--- src/hw/rtl/utf8_stream_decoder_defines.svh ---
// Assertion macros shared by the UTF-8 stream decoder RTL.
`ifndef UTF8_STREAM_DECODER_DEFINES_SVH
`define UTF8_STREAM_DECODER_DEFINES_SVH

// Same-cycle implication, checked outside reset
`define UTF8D_ASSERT_IMPL(label, clk, rst_n, ante, cons, msg) \
	label: assert property (@(posedge clk) disable iff (!rst_n) (ante) |-> (cons)) \
		else $error(msg);

// Next-cycle implication, checked outside reset
`define UTF8D_ASSERT_NEXT(label, clk, rst_n, ante, cons, msg) \
	label: assert property (@(posedge clk) disable iff (!rst_n) (ante) |=> (cons)) \
		else $error(msg);

`endif

--- src/hw/rtl/utf8d_pkg.sv ---
// Shared types and constants of the UTF-8 stream decoder.
package utf8d_pkg;

	localparam int COUNT_BITS_DEF = 16;
	localparam int BYTE_W         = 8;
	localparam int CP_W           = 21;
	localparam int LEN_W          = 3;
	localparam int CNT_OUT_W      = 16;
	localparam int TDATA_W        = 40;
	localparam int TUSER_W        = 2;

	// Result kinds
	typedef enum logic [1:0] {
		KIND_CHAR = 2'd0,
		KIND_END  = 2'd1,
		KIND_ERR  = 2'd2
	} kind_t;

	// One result item
	typedef struct packed {
		kind_t                  kind;
		logic [CP_W-1:0]        code_point;
		logic [LEN_W-1:0]       seq_len;
		logic [CNT_OUT_W-1:0]   char_count;
	} res_t;

endpackage

--- src/hw/rtl/utf8d_core.sv ---
// Decoder state and the per-byte update that forms one result.
module utf8d_core #(
	parameter int COUNT_BITS = utf8d_pkg::COUNT_BITS_DEF
) (
	input  logic                          clk,
	input  logic                          arst_n,
	input  logic                          step,       // consume data_byte this cycle
	input  logic [utf8d_pkg::BYTE_W-1:0]  data_byte,
	output logic                          res_valid,  // step yields a result
	output utf8d_pkg::res_t               res
);
	import utf8d_pkg::*;

	logic [CP_W-1:0]       accum_q,      accum_d;
	logic [1:0]            bytes_left_q, bytes_left_d;
	logic [LEN_W-1:0]      cur_len_q,    cur_len_d;
	logic [COUNT_BITS-1:0] count_q,      count_d;
	logic                  discarding_q, discarding_d;

	logic [COUNT_BITS-1:0] count_inc;
	logic [CP_W-1:0]       accum_shift;

	// Low bits of the count as reported on the result
	function automatic logic [CNT_OUT_W-1:0] report_cnt(input logic [COUNT_BITS-1:0] c);
		logic [31:0] ext;
		ext = 32'(c);
		return ext[CNT_OUT_W-1:0];
	endfunction

	// Saturating increment and continuation shift
	assign count_inc   = (count_q == '1) ? count_q : count_q + 1'b1;
	assign accum_shift = {accum_q[CP_W-7:0], data_byte[5:0]};

	// Next state and result for the byte
	always_comb begin
		accum_d        = accum_q;
		bytes_left_d   = bytes_left_q;
		cur_len_d      = cur_len_q;
		count_d        = count_q;
		discarding_d   = discarding_q;
		res_valid      = 1'b0;
		res.kind       = KIND_ERR;
		res.code_point = '0;
		res.seq_len    = '0;
		res.char_count = report_cnt(count_q);

		if (discarding_q) begin
			// skip to the next NUL, which restarts the string
			if (data_byte == '0) begin
				discarding_d = 1'b0;
				count_d      = '0;
			end
		end else if (bytes_left_q == 2'd0) begin
			// lead position
			if (data_byte == '0) begin
				res_valid = 1'b1;
				res.kind  = KIND_END;
				count_d   = '0;
			end else if (data_byte inside {[8'h01:8'h7F]}) begin
				res_valid      = 1'b1;
				res.kind       = KIND_CHAR;
				res.code_point = CP_W'(data_byte);
				res.seq_len    = LEN_W'(1);
				res.char_count = report_cnt(count_inc);
				count_d        = count_inc;
			end else if (data_byte inside {[8'hC0:8'hDF]}) begin
				accum_d      = CP_W'(data_byte[4:0]);
				bytes_left_d = 2'd1;
				cur_len_d    = LEN_W'(2);
			end else if (data_byte inside {[8'hE0:8'hEF]}) begin
				accum_d      = CP_W'(data_byte[3:0]);
				bytes_left_d = 2'd2;
				cur_len_d    = LEN_W'(3);
			end else if (data_byte inside {[8'hF0:8'hF7]}) begin
				accum_d      = CP_W'(data_byte[2:0]);
				bytes_left_d = 2'd3;
				cur_len_d    = LEN_W'(4);
			end else begin
				res_valid    = 1'b1;
				discarding_d = 1'b1;
			end
		end else if (data_byte[7:6] != 2'b10) begin
			// broken sequence; a NUL here also ends the string
			res_valid    = 1'b1;
			accum_d      = '0;
			bytes_left_d = 2'd0;
			cur_len_d    = '0;
			if (data_byte == '0)
				count_d = '0;
			else
				discarding_d = 1'b1;
		end else if (bytes_left_q == 2'd1) begin
			// last continuation byte completes the character
			res_valid      = 1'b1;
			res.kind       = KIND_CHAR;
			res.code_point = accum_shift;
			res.seq_len    = cur_len_q;
			res.char_count = report_cnt(count_inc);
			count_d        = count_inc;
			accum_d        = '0;
			bytes_left_d   = 2'd0;
			cur_len_d      = '0;
		end else begin
			accum_d      = accum_shift;
			bytes_left_d = bytes_left_q - 2'd1;
		end
	end

	// State registers
	always_ff @(posedge clk or negedge arst_n) begin
		if (!arst_n) begin
			accum_q      <= '0;
			bytes_left_q <= 2'd0;
			cur_len_q    <= '0;
			count_q      <= '0;
			discarding_q <= 1'b0;
		end else if (step) begin
			accum_q      <= accum_d;
			bytes_left_q <= bytes_left_d;
			cur_len_q    <= cur_len_d;
			count_q      <= count_d;
			discarding_q <= discarding_d;
		end
	end

endmodule

--- src/hw/rtl/utf8d_out_reg.sv ---
// Result register driving the master-side stream.
module utf8d_out_reg (
	input  logic                           clk,
	input  logic                           arst_n,
	input  logic                           push,          // load a new result
	input  utf8d_pkg::res_t                res,
	output logic                           can_load,      // register free this cycle
	output logic                           m_axis_tvalid,
	input  logic                           m_axis_tready,
	// code_point[20:0], seq_len[23:21], char_count[39:24]
	output logic [utf8d_pkg::TDATA_W-1:0]  m_axis_tdata,
	// kind[1:0]
	output logic [utf8d_pkg::TUSER_W-1:0]  m_axis_tuser
);
	import utf8d_pkg::*;

	logic valid_q;
	res_t res_q;

	// Free when empty or being drained this cycle
	assign can_load = !valid_q || m_axis_tready;

	always_ff @(posedge clk or negedge arst_n) begin
		if (!arst_n) begin
			valid_q <= 1'b0;
		end else if (can_load) begin
			valid_q <= push;
		end
	end

	always_ff @(posedge clk) begin
		if (can_load && push) begin
			res_q <= res;
		end
	end

	// Pack the result onto the bus
	assign m_axis_tvalid = valid_q;
	assign m_axis_tdata  = {res_q.char_count, res_q.seq_len, res_q.code_point};
	assign m_axis_tuser  = res_q.kind;

endmodule

--- src/hw/rtl/utf8_stream_decoder.sv ---
// Top level of the byte-serial UTF-8 stream decoder.
//
//   channel   | dir | tdata (low bit up)                          | tuser
//   s_axis    | in  | data_byte[7:0]                              | -
//   m_axis    | out | code_point[20:0] seq_len[23:21] cnt[39:24]  | kind[1:0]
//
// One byte per cycle while the output is not stalled: a byte waits in the input
// register, is decoded there against the state, and its result (if any) lands in
// the output register.
// Reset clears the decoder state and both valid flags; no clearing pass.
// A stalled output stops the input register only when it is full; ready falls
// then and the current byte waits in place.
`include "utf8_stream_decoder_defines.svh"

module utf8_stream_decoder #(
	parameter int COUNT_BITS = utf8d_pkg::COUNT_BITS_DEF
) (
	input  logic                           clk,
	input  logic                           arst_n,
	input  logic                           s_axis_tvalid,
	output logic                           s_axis_tready,
	// data_byte[7:0]
	input  logic [utf8d_pkg::BYTE_W-1:0]   s_axis_tdata,
	output logic                           m_axis_tvalid,
	input  logic                           m_axis_tready,
	// code_point[20:0], seq_len[23:21], char_count[39:24]
	output logic [utf8d_pkg::TDATA_W-1:0]  m_axis_tdata,
	// kind[1:0]
	output logic [utf8d_pkg::TUSER_W-1:0]  m_axis_tuser
);
	import utf8d_pkg::*;

	logic              valid_s1;
	logic [BYTE_W-1:0] data_s1;
	logic              can_load;
	logic              step;
	logic              res_valid;
	res_t              res;

	// Byte in the input register is decoded when the output can take its result
	assign step          = valid_s1 && can_load;
	assign s_axis_tready = !valid_s1 || step;

	// Input register
	always_ff @(posedge clk or negedge arst_n) begin
		if (!arst_n) begin
			valid_s1 <= 1'b0;
		end else if (s_axis_tready) begin
			valid_s1 <= s_axis_tvalid;
		end
	end

	always_ff @(posedge clk) begin
		if (s_axis_tready && s_axis_tvalid) begin
			data_s1 <= s_axis_tdata;
		end
	end

	utf8d_core #(
		.COUNT_BITS (COUNT_BITS)
	) u_core (
		.clk       (clk),
		.arst_n    (arst_n),
		.step      (step),
		.data_byte (data_s1),
		.res_valid (res_valid),
		.res       (res)
	);

	utf8d_out_reg u_out (
		.clk           (clk),
		.arst_n        (arst_n),
		.push          (step && res_valid),
		.res           (res),
		.can_load      (can_load),
		.m_axis_tvalid (m_axis_tvalid),
		.m_axis_tready (m_axis_tready),
		.m_axis_tdata  (m_axis_tdata),
		.m_axis_tuser  (m_axis_tuser)
	);

	// End and error results carry no character
	`UTF8D_ASSERT_IMPL(a_noncar_zero, clk, arst_n, m_axis_tvalid && m_axis_tuser != KIND_CHAR, m_axis_tdata[23:0] == '0, "end/error result with nonzero code point or length")
	// Characters are one to four bytes long
	`UTF8D_ASSERT_IMPL(a_char_len, clk, arst_n, m_axis_tvalid && m_axis_tuser == KIND_CHAR, m_axis_tdata[23:21] == 3'd1 || m_axis_tdata[23:21] == 3'd2 || m_axis_tdata[23:21] == 3'd3 || m_axis_tdata[23:21] == 3'd4, "character result with bad length")
	// An empty output register never holds back a pending byte
	`UTF8D_ASSERT_IMPL(a_no_bubble, clk, arst_n, valid_s1 && !m_axis_tvalid, s_axis_tready, "input stalled while output is empty")
	// A result appears only after a decoded byte
	`UTF8D_ASSERT_NEXT(a_res_src, clk, arst_n, !step && !m_axis_tvalid, !m_axis_tvalid, "result without a decoded byte")

endmodule
--- config.mk ---
export PLATFORM = sky130hd
export DESIGN_NAME = utf8_stream_decoder
export DESIGN_NICKNAME = d
export VERILOG_FILES = /design/src/hw/rtl/utf8d_pkg.sv /design/src/hw/rtl/utf8d_core.sv /design/src/hw/rtl/utf8d_out_reg.sv /design/src/hw/rtl/utf8_stream_decoder.sv
export VERILOG_INCLUDE_DIRS = /design/src /design/src/hw/rtl
export SDC_FILE = /design/constraint.sdc
export NUM_CORES = 1
export LEC_CHECK = 0
export BUFFER_PORTS_ARGS = -buffer_cell sky130_fd_sc_hd__buf_2
export CAP_MARGIN = 20
export CORE_ASPECT_RATIO = 1.1
export CORE_MARGIN = 2
export CORE_UTILIZATION = 52
export DETAILED_ROUTE_END_ITERATION = 8
export GPL_TIMING_DRIVEN = 1
export PLACE_DENSITY_LB_ADDON = 0.1
export SYNTH_ARGS = -nofsm -noshare
export SYNTH_HDL_FRONTEND = slang
export SYNTH_SLANG_ARGS = --single-unit
--- constraint.sdc ---
create_clock -name clk -period 5.23 [get_ports clk]
set_clock_uncertainty 0.2 [all_clocks]
set_input_delay 0.2615 -clock clk [delete_from_list [all_inputs] [get_ports clk]]
set_output_delay 0.2615 -clock clk [all_outputs]
set_load 0.1 [all_outputs]
==> out/results.ini, run 1 <==
[power_and_ir_drop]
switchingPower_uw = 489
power_frac_seq = 0.556
vdd_drop_max_v = 0.000186
p_sw_frac = 0.310
power_density_nw_per_um2 = 332
comb_power_share = 0.163
p_int_mw = 1.09
p_leak_nw = 1.91
clkPwrFrac = 0.280
power_mw = 1.58

[floorplanning]
die_w_um = 88.9
fp.coreArea_um2 = 7780
die_y_um = 97.4
initial_core_util = 0.530
io_pins = 56
fp-row-count = 34
die-area_um2 = 8660

[synth]
syn_nets = 376
ys_types = 60
syn_avg_cell_area_um2 = 11.4
syn_area_um2 = 4120
synth_top_cell_area_share = 0.364
ys_seq_elements = 89
synth_warnings = 0
syn_inst = 361
synth.largest_area_cell = edfxtp_1
synth_edf_count = 50
synthTopCellsByArea = edfxtp_1 (36%), dfrtp_1 (24%), nand2_1 (4.5%)
synthFlopType = edfxtp_1
async_flop_share = 0.438
yosysSeqAreaShare = 0.601

[worst_setup_path]
cp_num_buf_inv = 4
crit_fanout = 30
path_class = reg2reg
crit_arrival_ns = 3.36
start_kind = flop
crit_slowest_cell = a211oi_4
cpLargestDelayFamily = compound AO/OA/AOI/OAI gates
slowest_delay_ns = 0.69
crit_path_end_kind = flop
cp.required_ns = 5.06
critical_path.most_common_cell = inv_1
path_cells = inv_1, ha_1, clkinv_1, a31oi_1, inv_1, a211oi_4, buf_4

[timing]
setup_viol = 0
hold_viol = 0
tns_ns = 0
rsz0062_at_grt = no
worst_pin_slew_ns = 0.899
drv_slew = 0
relSlewSlack = 0.401
holdWs_ns = 0.0139
min_period_ns = 3.53
period_share = 0.675
fmax_ghz = 0.283

[global_route]
grt_max_degree = 40
grt_usage = 0.205
antenna_found_initial = 0
grt_first_pass_wirelength_um = 13600
grt_pass1_vias = 2796
grt_overflow_total = 0

[route]
finalWirelength_um = 8310
drt-initial-drc-count = 216
ant_nets = 0
avgRoutedWirePerCell_um = 15.5
num_vias = 2951
viasPerCell = 5.50
drt_pass1_iterations = 4
drc_errors = 0

[clock_tree]
cts-root-buf = clkbuf_8
cts_tree = done
clk_pin_slew_ns = 0.09
cts_max_path_buffers = 2
worst_skew_pair.late_latency_ns = 0.36
cts_inserted_buffers = 9
h-tree-depth = 3
cts_post_setup_buffers_inserted = 0
cts.sink_count = 89

[placed_design]
io_buffers = 55
dp_hpwl_um = 5340
place_congestion = 0.806

[outcome]
outcome = finished clean

[layout]
final_layout_size_suffix_gt1_frac = 0.221
final_nets = 439
areaGrowthSynthToFinish_pct = 15.4
antenna_cells = 0

[min_path]
hp-class = in2reg

[job]
cap_viol_max_count = 0

## worst paths after layout
| path | startpoint | to | slack, ns | cells past startpoint |
|---|---|---|---|---|
| max in group asynchronous | arst_n | u_core.count_q[7] | 3.91 | 2 |
| min in group asynchronous | arst_n | u_core.accum_q[10] | 0.35 | 2 |
| max | u_core.bytes_left_q[0] | u_out.m_axis_tdata[14] | 1.70 | 7 |
| min reg2reg | u_core.accum_q[12] | u_core.accum_q[12] | 0.27 | 2 |
| min | m_axis_tready | u_out.m_axis_tvalid | 0.01 | 3 |
| max reg2reg | u_core.bytes_left_q[0] | u_out.m_axis_tdata[14] | 1.70 | 7 |
## layout make-up
cell class,count,area (µm²)
flip-flops and latches,89,2480
well taps,108,135
fillers,666,3030
clock inverters,7,60.1
multi-input cells,241,1500
clock buffers,9,124
repair buffers,68,402
inverters,15,56.3
## power by group through the flow
| stage | clock [mW] | sequential [mW] | combinational [mW] |
|---|---|---|---|
| 6_report | 0.442 | 0.877 | 0.257 |
| 3_3_place_gp | 0 | 0.889 | 0.243 |
| 5_1_grt | 0.479 | 0.888 | 0.291 |
| 4_1_cts | 0.453 | 0.878 | 0.260 |
| 2_1_floorplan | 0 | 0.890 | 0.186 |
| 3_5_place_dp | 0 | 0.893 | 0.251 |
## synth_stat cells, types with 2 or more instances
| cell | count |
|---|---|
| a31oi_1 | 2 |
| clkbuf_1 | 4 |
| o21ai_1 | 5 |
| a31o_2 | 2 |
| a2bb2oi_1 | 2 |
| xnor2_1 | 10 |
| a21oi_2 | 2 |
| buf_6 | 2 |
| nor4_2 | 3 |
| and3_1 | 17 |
| buf_2 | 5 |
| nor2b_1 | 3 |
| nor3_1 | 11 |
| nand2b_1 | 5 |
| or3_1 | 2 |
| ha_1 | 3 |
| a21o_1 | 3 |
| nand2_1 | 49 |
| a22o_1 | 3 |
| o21ai_0 | 16 |
| nor4_1 | 2 |
| nor2_1 | 12 |
| a32o_1 | 3 |
| nand4_1 | 4 |
| and2_1 | 9 |
| nor3_2 | 2 |
| o31ai_1 | 3 |
| nand3_1 | 24 |
| inv_1 | 13 |
| edfxtp_1 | 50 |
| buf_4 | 5 |
| dfrtp_1 | 39 |
| o21a_1 | 3 |
| a21oi_1 | 17 |
## kinds of logic after synthesis
family	share of synthesized area
AO/OA/AOI/OAI	0.123
flip-flops	0.601
buffers and inverters	0.0379
adder cells (fa/ha/maj)	0.00911
AND/OR/NAND/NOR	0.202
XOR/XNOR	0.0212
multiplexers	0.00546
## what timing repair did
item                      CTS  global route
gates resized for setup     0             0
hold endpoints to repair   48             0
hold buffers               10             0
## worst min-delay path: stages
cell and delay, ns:
buf_2 0.11, inv_1 0.06, a21o_1 0.11
## sequential cells by signal, indices dropped and copies added (netlist names)
signal,flops
data_s1,8
u_core.accum_q,15
u_core.bytes_left_q,2
u_core.count_q,16
u_core.cur_len_q,3
u_core.discarding_q,1
u_out.m_axis_tdata,40
u_out.m_axis_tuser,2
u_out.m_axis_tvalid,1
valid_s1,1
## cells in the final DEF, fill, tap and decap left out, drive strengths merged, types with 2 or more instances in the layout
master	count
a2bb2oi	2
a22o	3
a21o	3
o21ai	21
nor3	13
nor4	5
nand2b	6
a31o	3
a32o	3
nand2	49
o31ai	3
dfrtp	39
o21a	4
nand3	25
o2111ai	2
ha	3
a21oi	20
or4	2
or3	2
xnor2	10
edfxtp	50
inv	18
clkinvlp	3
clkbuf	9
buf	58
a31oi	2
nor2	12
dlygate4sd3	10
nor2b	3
and2	9
mux2	2
nand4	5
and3	17
## stage by stage
step / area, µm² / instances / setup slack, ns / utilization
5_1_grt: 4760 / 537 / 1.41 / 0.611
2_1_floorplan: 4130 / 361 / 1.42 / -
3_3_place_gp: 4460 / 510 / 1.81 / 0.573
4_1_cts: 4740 / 536 / 1.65 / 0.609
3_5_place_dp: 4460 / 510 / 1.73 / 0.573
6_report: 4760 / 537 / 1.70 / 0.611
## layer usage
layer,vias to the layer above,share of wire,GRT usage
li1,1439,-,-
met1,1401,0.47,0.305
met2,99,0.46,0.300
met3,12,0.053,0.0323
met4,0,0.018,0.0816
met5,-,0,0
No activity file was read; power rests on OpenSTA's default activity.
==> run 2: changes to the inputs <==
==> constraint.sdc (replaced) <==
create_clock -name clk -period 2.9 [get_ports clk]
set_clock_uncertainty 0.2 [all_clocks]
set_input_delay 0.145 -clock clk [delete_from_list [all_inputs] [get_ports clk]]
set_output_delay 0.145 -clock clk [all_outputs]
set_load 0.1 [all_outputs]
==> out/results.ini, run 2 (synthesized netlist as in run 1, its figures left out) <==
[global_route]
grt_max_degree = 40
grt_overflow_total = 0
grt_pass1_vias = 2939
grt_first_pass_wirelength_um = 14200
antenna_found_initial = 0
grt_usage = 0.215

[clock_tree]
clk_pin_slew_ns = 0.08
cts.sink_count = 89
cts_post_setup_buffers_inserted = 0
cts_tree = done
cts-root-buf = clkbuf_8
worst_skew_pair.late_latency_ns = 0.36
cts_hold_buffers = 12
cts_resized = 0
cts_max_path_buffers = 2
cts_inserted_buffers = 9
h-tree-depth = 3

[layout]
postLayoutCellArea_um2 = 4910
areaGrowthSynthToFinish_pct = 19.1
final_nets = 451
final_layout_size_suffix_gt1_frac = 0.245
utilization = 0.631
antenna_cells = 0
final_common_cell = buf_2
final_cell_mix = buf_2 (55), edfxtp_1 (50), nand2_1 (49)
fillers = 641
largest_reg_flops = 40

[timing]
worst_pin_slew_ns = 0.927
min_period_ns = 2.63
setup_viol = 0
rsz0062_at_grt = no
fin_ws_ns = 0.272
drv_slew = 0
hold_viol = 0
relSlewSlack = 0.382
period_share = 0.906
fmax_ghz = 0.380

[route]
drc_errors = 0
ant_nets = 0
viasPerCell = 5.43
avgRoutedWirePerCell_um = 15.6
drt-initial-drc-count = 211
drt_pass1_iterations = 4
num_vias = 2979
finalWirelength_um = 8560

[worst_setup_path]
reg2reg_slack_ns = 0.27
cp.required_ns = 2.81
reg2reg_from = u_core.bytes_left_q[0]
path_class = reg2reg
start_kind = flop
crit_arrival_ns = 2.54
crit_fanout = 15
ff2ff_path_depth = 8
crit_path_end_kind = flop
r2r_end = u_out.m_axis_tdata[32]

[floorplanning]
die_y_um = 97.4
die_w_um = 88.9
initial_core_util = 0.530
die-area_um2 = 8660
fp.coreArea_um2 = 7780
fp-row-count = 34
io_pins = 56

[min_path]
hp-class = in2async

[placed_design]
dp_hpwl_um = 5770
dpl_cell_area_um2 = 4580
dp_slack_ns = 0.296
place_congestion = 0.892
io_buffers = 55

[job]
cap_viol_max_count = 0

[power_and_ir_drop]
vdd_drop_max_v = 0.000462
p_leak_nw = 1.99
power_density_nw_per_um2 = 614

[outcome]
outcome = finished clean

[run 2: changes by cell type in the layout (fill, tap and decap cells not counted), moves of 2 or more]
cell | before | now
clkinvlp_4 | 3 | 1
inv_6 | 3 | 0
clkbuf_1 | 0 | 2
dlygate4sd3_1 | 10 | 12
buf_4 | 2 | 13
bufinv_16 | 0 | 2
[run 2: cell type report]
| class | count | area [µm²] | area share |
|---|---|---|---|
| Multi-Input combinational cell | 241 | 1520 | 0.310 |
| Tap cell | 108 | 135 | 0.0275 |
| Timing Repair Buffer | 80 | 493 | 0.100 |
| Clock inverter | 5 | 80.1 | 0.0163 |
| Sequential cell | 89 | 2480 | 0.505 |
| Clock buffer | 11 | 131 | 0.0268 |
| Inverter | 15 | 68.8 | 0.0140 |
[run 2: critical path, cell delays in order, from the launching register on]
cell and delay [ns]:
dfrtp_1 0.41, inv_1 0.09, ha_2 0.40, nor2b_1 0.22, o21a_2 0.24, inv_2 0.07, a21oi_4 0.36, nand2_1 0.10
mux2_2 0.29
[run 2: report_power, final]
group / switching [mW] / internal, mW
clock network: 0.429 / 0.485
registers: 0.115 / 1.46
logic: 0.322 / 0.202
[run 2: worst max path at each step]
stage / startpoint / to / slack (ns) / cells after the start
5_1_grt: u_core.bytes_left_q[0] / u_out.m_axis_tdata[32] / 0.09 / 8
3_3_place_gp: u_core.bytes_left_q[0] / u_out.m_axis_tdata[32] / 0.38 / 8
6_report: u_core.bytes_left_q[0] / u_out.m_axis_tdata[32] / 0.27 / 8
2_1_floorplan: u_core.bytes_left_q[0] / u_out.m_axis_tdata[0] / -0.01 / 7
4_1_cts: u_core.bytes_left_q[0] / u_out.m_axis_tdata[32] / 0.28 / 8
3_5_place_dp: u_core.bytes_left_q[0] / u_out.m_axis_tdata[32] / 0.30 / 8
[run 2: stage by stage]
stage          TNS, ns  power [mW]  hold WS [ns]  instances
3_3_place_gp         0        2.11         0.121        521
6_report             0        3.02         0.255        549
4_1_cts              0        3.03         0.271        549
3_5_place_dp         0        2.12         0.123        521
2_1_floorplan   -0.458        2.00        -0.351        361
5_1_grt              0        3.16         0.290        549
[run 2: metal layers]
metal / GRT usage / up-vias / share of wire
li1: - / 1467 / -
met1: 0.305 / 1445 / 0.45
met2: 0.331 / 56 / 0.51
met3: 0.0306 / 11 / 0.029
met4: 0.0886 / 0 / 0.015
met5: 0 / - / 0
==> run 3: changes to the inputs <==
--- a/config.mk
+++ b/config.mk
@@ -8,9 +8,9 @@
 export LEC_CHECK = 0
 export BUFFER_PORTS_ARGS = -buffer_cell sky130_fd_sc_hd__buf_2
 export CAP_MARGIN = 20
-export CORE_ASPECT_RATIO = 1.1
 export CORE_MARGIN = 2
-export CORE_UTILIZATION = 52
+export CORE_UTILIZATION = 30
+export CTS_BUF_LIST = sky130_fd_sc_hd__clkbuf_16
 export DETAILED_ROUTE_END_ITERATION = 8
 export GPL_TIMING_DRIVEN = 1
 export PLACE_DENSITY_LB_ADDON = 0.1
==> out/results.ini, run 3 (synthesized netlist as in run 1, its figures left out) <==
[outcome]
outcome = finished clean

[clock_tree]
cts_tree = done
cts-root-buf = clkbuf_16
cts_inserted_buffers = 9
cts_resized = 0
h-tree-depth = 3
worst_skew_pair.late_latency_ns = 0.34
cts.sink_count = 89
clk_pin_slew_ns = 0.07
cts_max_path_buffers = 2

[timing]
tns_ns = 0
hold_viol = 0
drv_slew = 0
min_period_ns = 2.58
setup_viol = 0
worst_pin_slew_ns = 0.931
fmax_ghz = 0.388
holdWs_ns = 0.260
period_share = 0.890
relSlewSlack = 0.380
rsz0062_at_grt = no

[worst_setup_path]
cp.required_ns = 2.80
r2r_end = u_out.m_axis_tdata[30]
crit_fanout = 12
cpLargestDelayFamily = compound AO/OA/AOI/OAI gates
crit_path_end_kind = flop
start_kind = flop
reg2reg_from = u_core.bytes_left_q[0]
path_class = reg2reg
reg2reg_slack_ns = 0.32
slowest_delay_ns = 0.41
path_cells = inv_1, ha_2, nor2b_1, o21a_2, inv_2, a21oi_4, buf_4, and4b_1, nor2_1
ff2ff_path_depth = 9
cp_num_buf_inv = 3
cp.depth = 9
crit_end = u_out.m_axis_tdata[30]
crit_slowest_cell = dfrtp_1
crit_arrival_ns = 2.47
crit_path_start = u_core.bytes_left_q[0]

[route]
avgRoutedWirePerCell_um = 15.2
ant_nets = 0
num_vias = 2968
viasPerCell = 4.78
drt_pass1_iterations = 4
drt-initial-drc-count = 183
drc_errors = 0
finalWirelength_um = 9440

[power_and_ir_drop]
vdd_drop_max_v = 0.000256
power_density_nw_per_um2 = 647
power_mw = 3.31
p_leak_nw = 2.06

[global_route]
grt_first_pass_wirelength_um = 15000
antenna_found_initial = 0
grt_pass1_vias = 2784
grt_max_degree = 40
grt_usage = 0.134
grt_overflow_total = 0

[placed_design]
place_congestion = 0.766
io_buffers = 55
dp_hpwl_um = 6470
dp.cells = 593

[min_path]
hp-class = reg2reg
hold_start = u_core.accum_q[12]
whs_path_depth = 2

[floorplanning]
die_w_um = 121
fp.coreArea_um2 = 13300
fp-row-count = 42
initial_core_util = 0.309
io_pins = 56
die_y_um = 121
die-area_um2 = 14700

[layout]
fillers = 1364
antenna_cells = 0
areaGrowthSynthToFinish_pct = 23.9
final_common_cell = buf_2
seqCellArea_um2 = 2480
utilization = 0.383
final_layout_size_suffix_gt1_frac = 0.254
multi_input_area_um2 = 1520
largest_reg_flops = 40
final_cell_mix = buf_2 (55), edfxtp_1 (50), nand2_1 (49)
fin_cells = 621
final_nets = 455

[job]
cap_viol_max_count = 0

run 3: cell count changes in the layout (fill, tap and decap cells not counted), moves of 2 or more:
cell	before	now
clkbuf_1	2	0
clkbuf_16	0	9
buf_4	13	17
clkbuf_8	9	0
inv_6	0	2
run 3: repair_timing:
item	in CTS	in global routing
hold buffers	12	0
buffers inserted	0	0
endpoints found under the hold margin	49	0
setup endpoints to repair	0	0
run 3: worst min path at each step:
stage / slack [ns] / end
2_1_floorplan: -0.35 / u_core.accum_q[0]
3_3_place_gp: 0.12 / data_s1[7]
3_5_place_dp: 0.12 / data_s1[5]
4_1_cts: 0.27 / u_core.accum_q[12]
5_1_grt: 0.29 / u_core.accum_q[11]
6_report: 0.26 / u_core.accum_q[12]
run 3: worst min-delay path: cells and delay by family (launching register included):
kind             cells  cell delay, ns
DFF                  1            0.34
and+or+nand+nor      2            0.09
run 3: power by group:
part	internal, mW	total [mW]	switching, mW
registers	1.46	1.59	0.124
logic	0.213	0.544	0.331
clock network	0.670	1.17	0.502
total	2.35	3.31	0.957
run 3: layout make-up:
type,instances,area share
Multi-Input combinational cell,241,0.298
Tap cell,176,0.0431
Sequential cell,89,0.485
Clock buffer,9,0.0441
Clock inverter,7,0.0137
Inverter,15,0.0135
Timing Repair Buffer,84,0.102
run 3: metrics by stage:
step	setup slack [ns]	cell area (µm²)
after global placement	0.393	4690
after floorplan	-0.0109	4180
after detailed placement	0.331	4690
after CTS	0.304	5110
after global routing	0.122	5110
final	0.320	5110
run 3: metal layers:
layer	track usage	up-vias	routed length (µm)
li1	-	1478	-
met1	0.196	1418	4860
met2	0.194	65	4080
met3	0.0315	7	412
met4	0.0431	0	96
met5	0	-	0
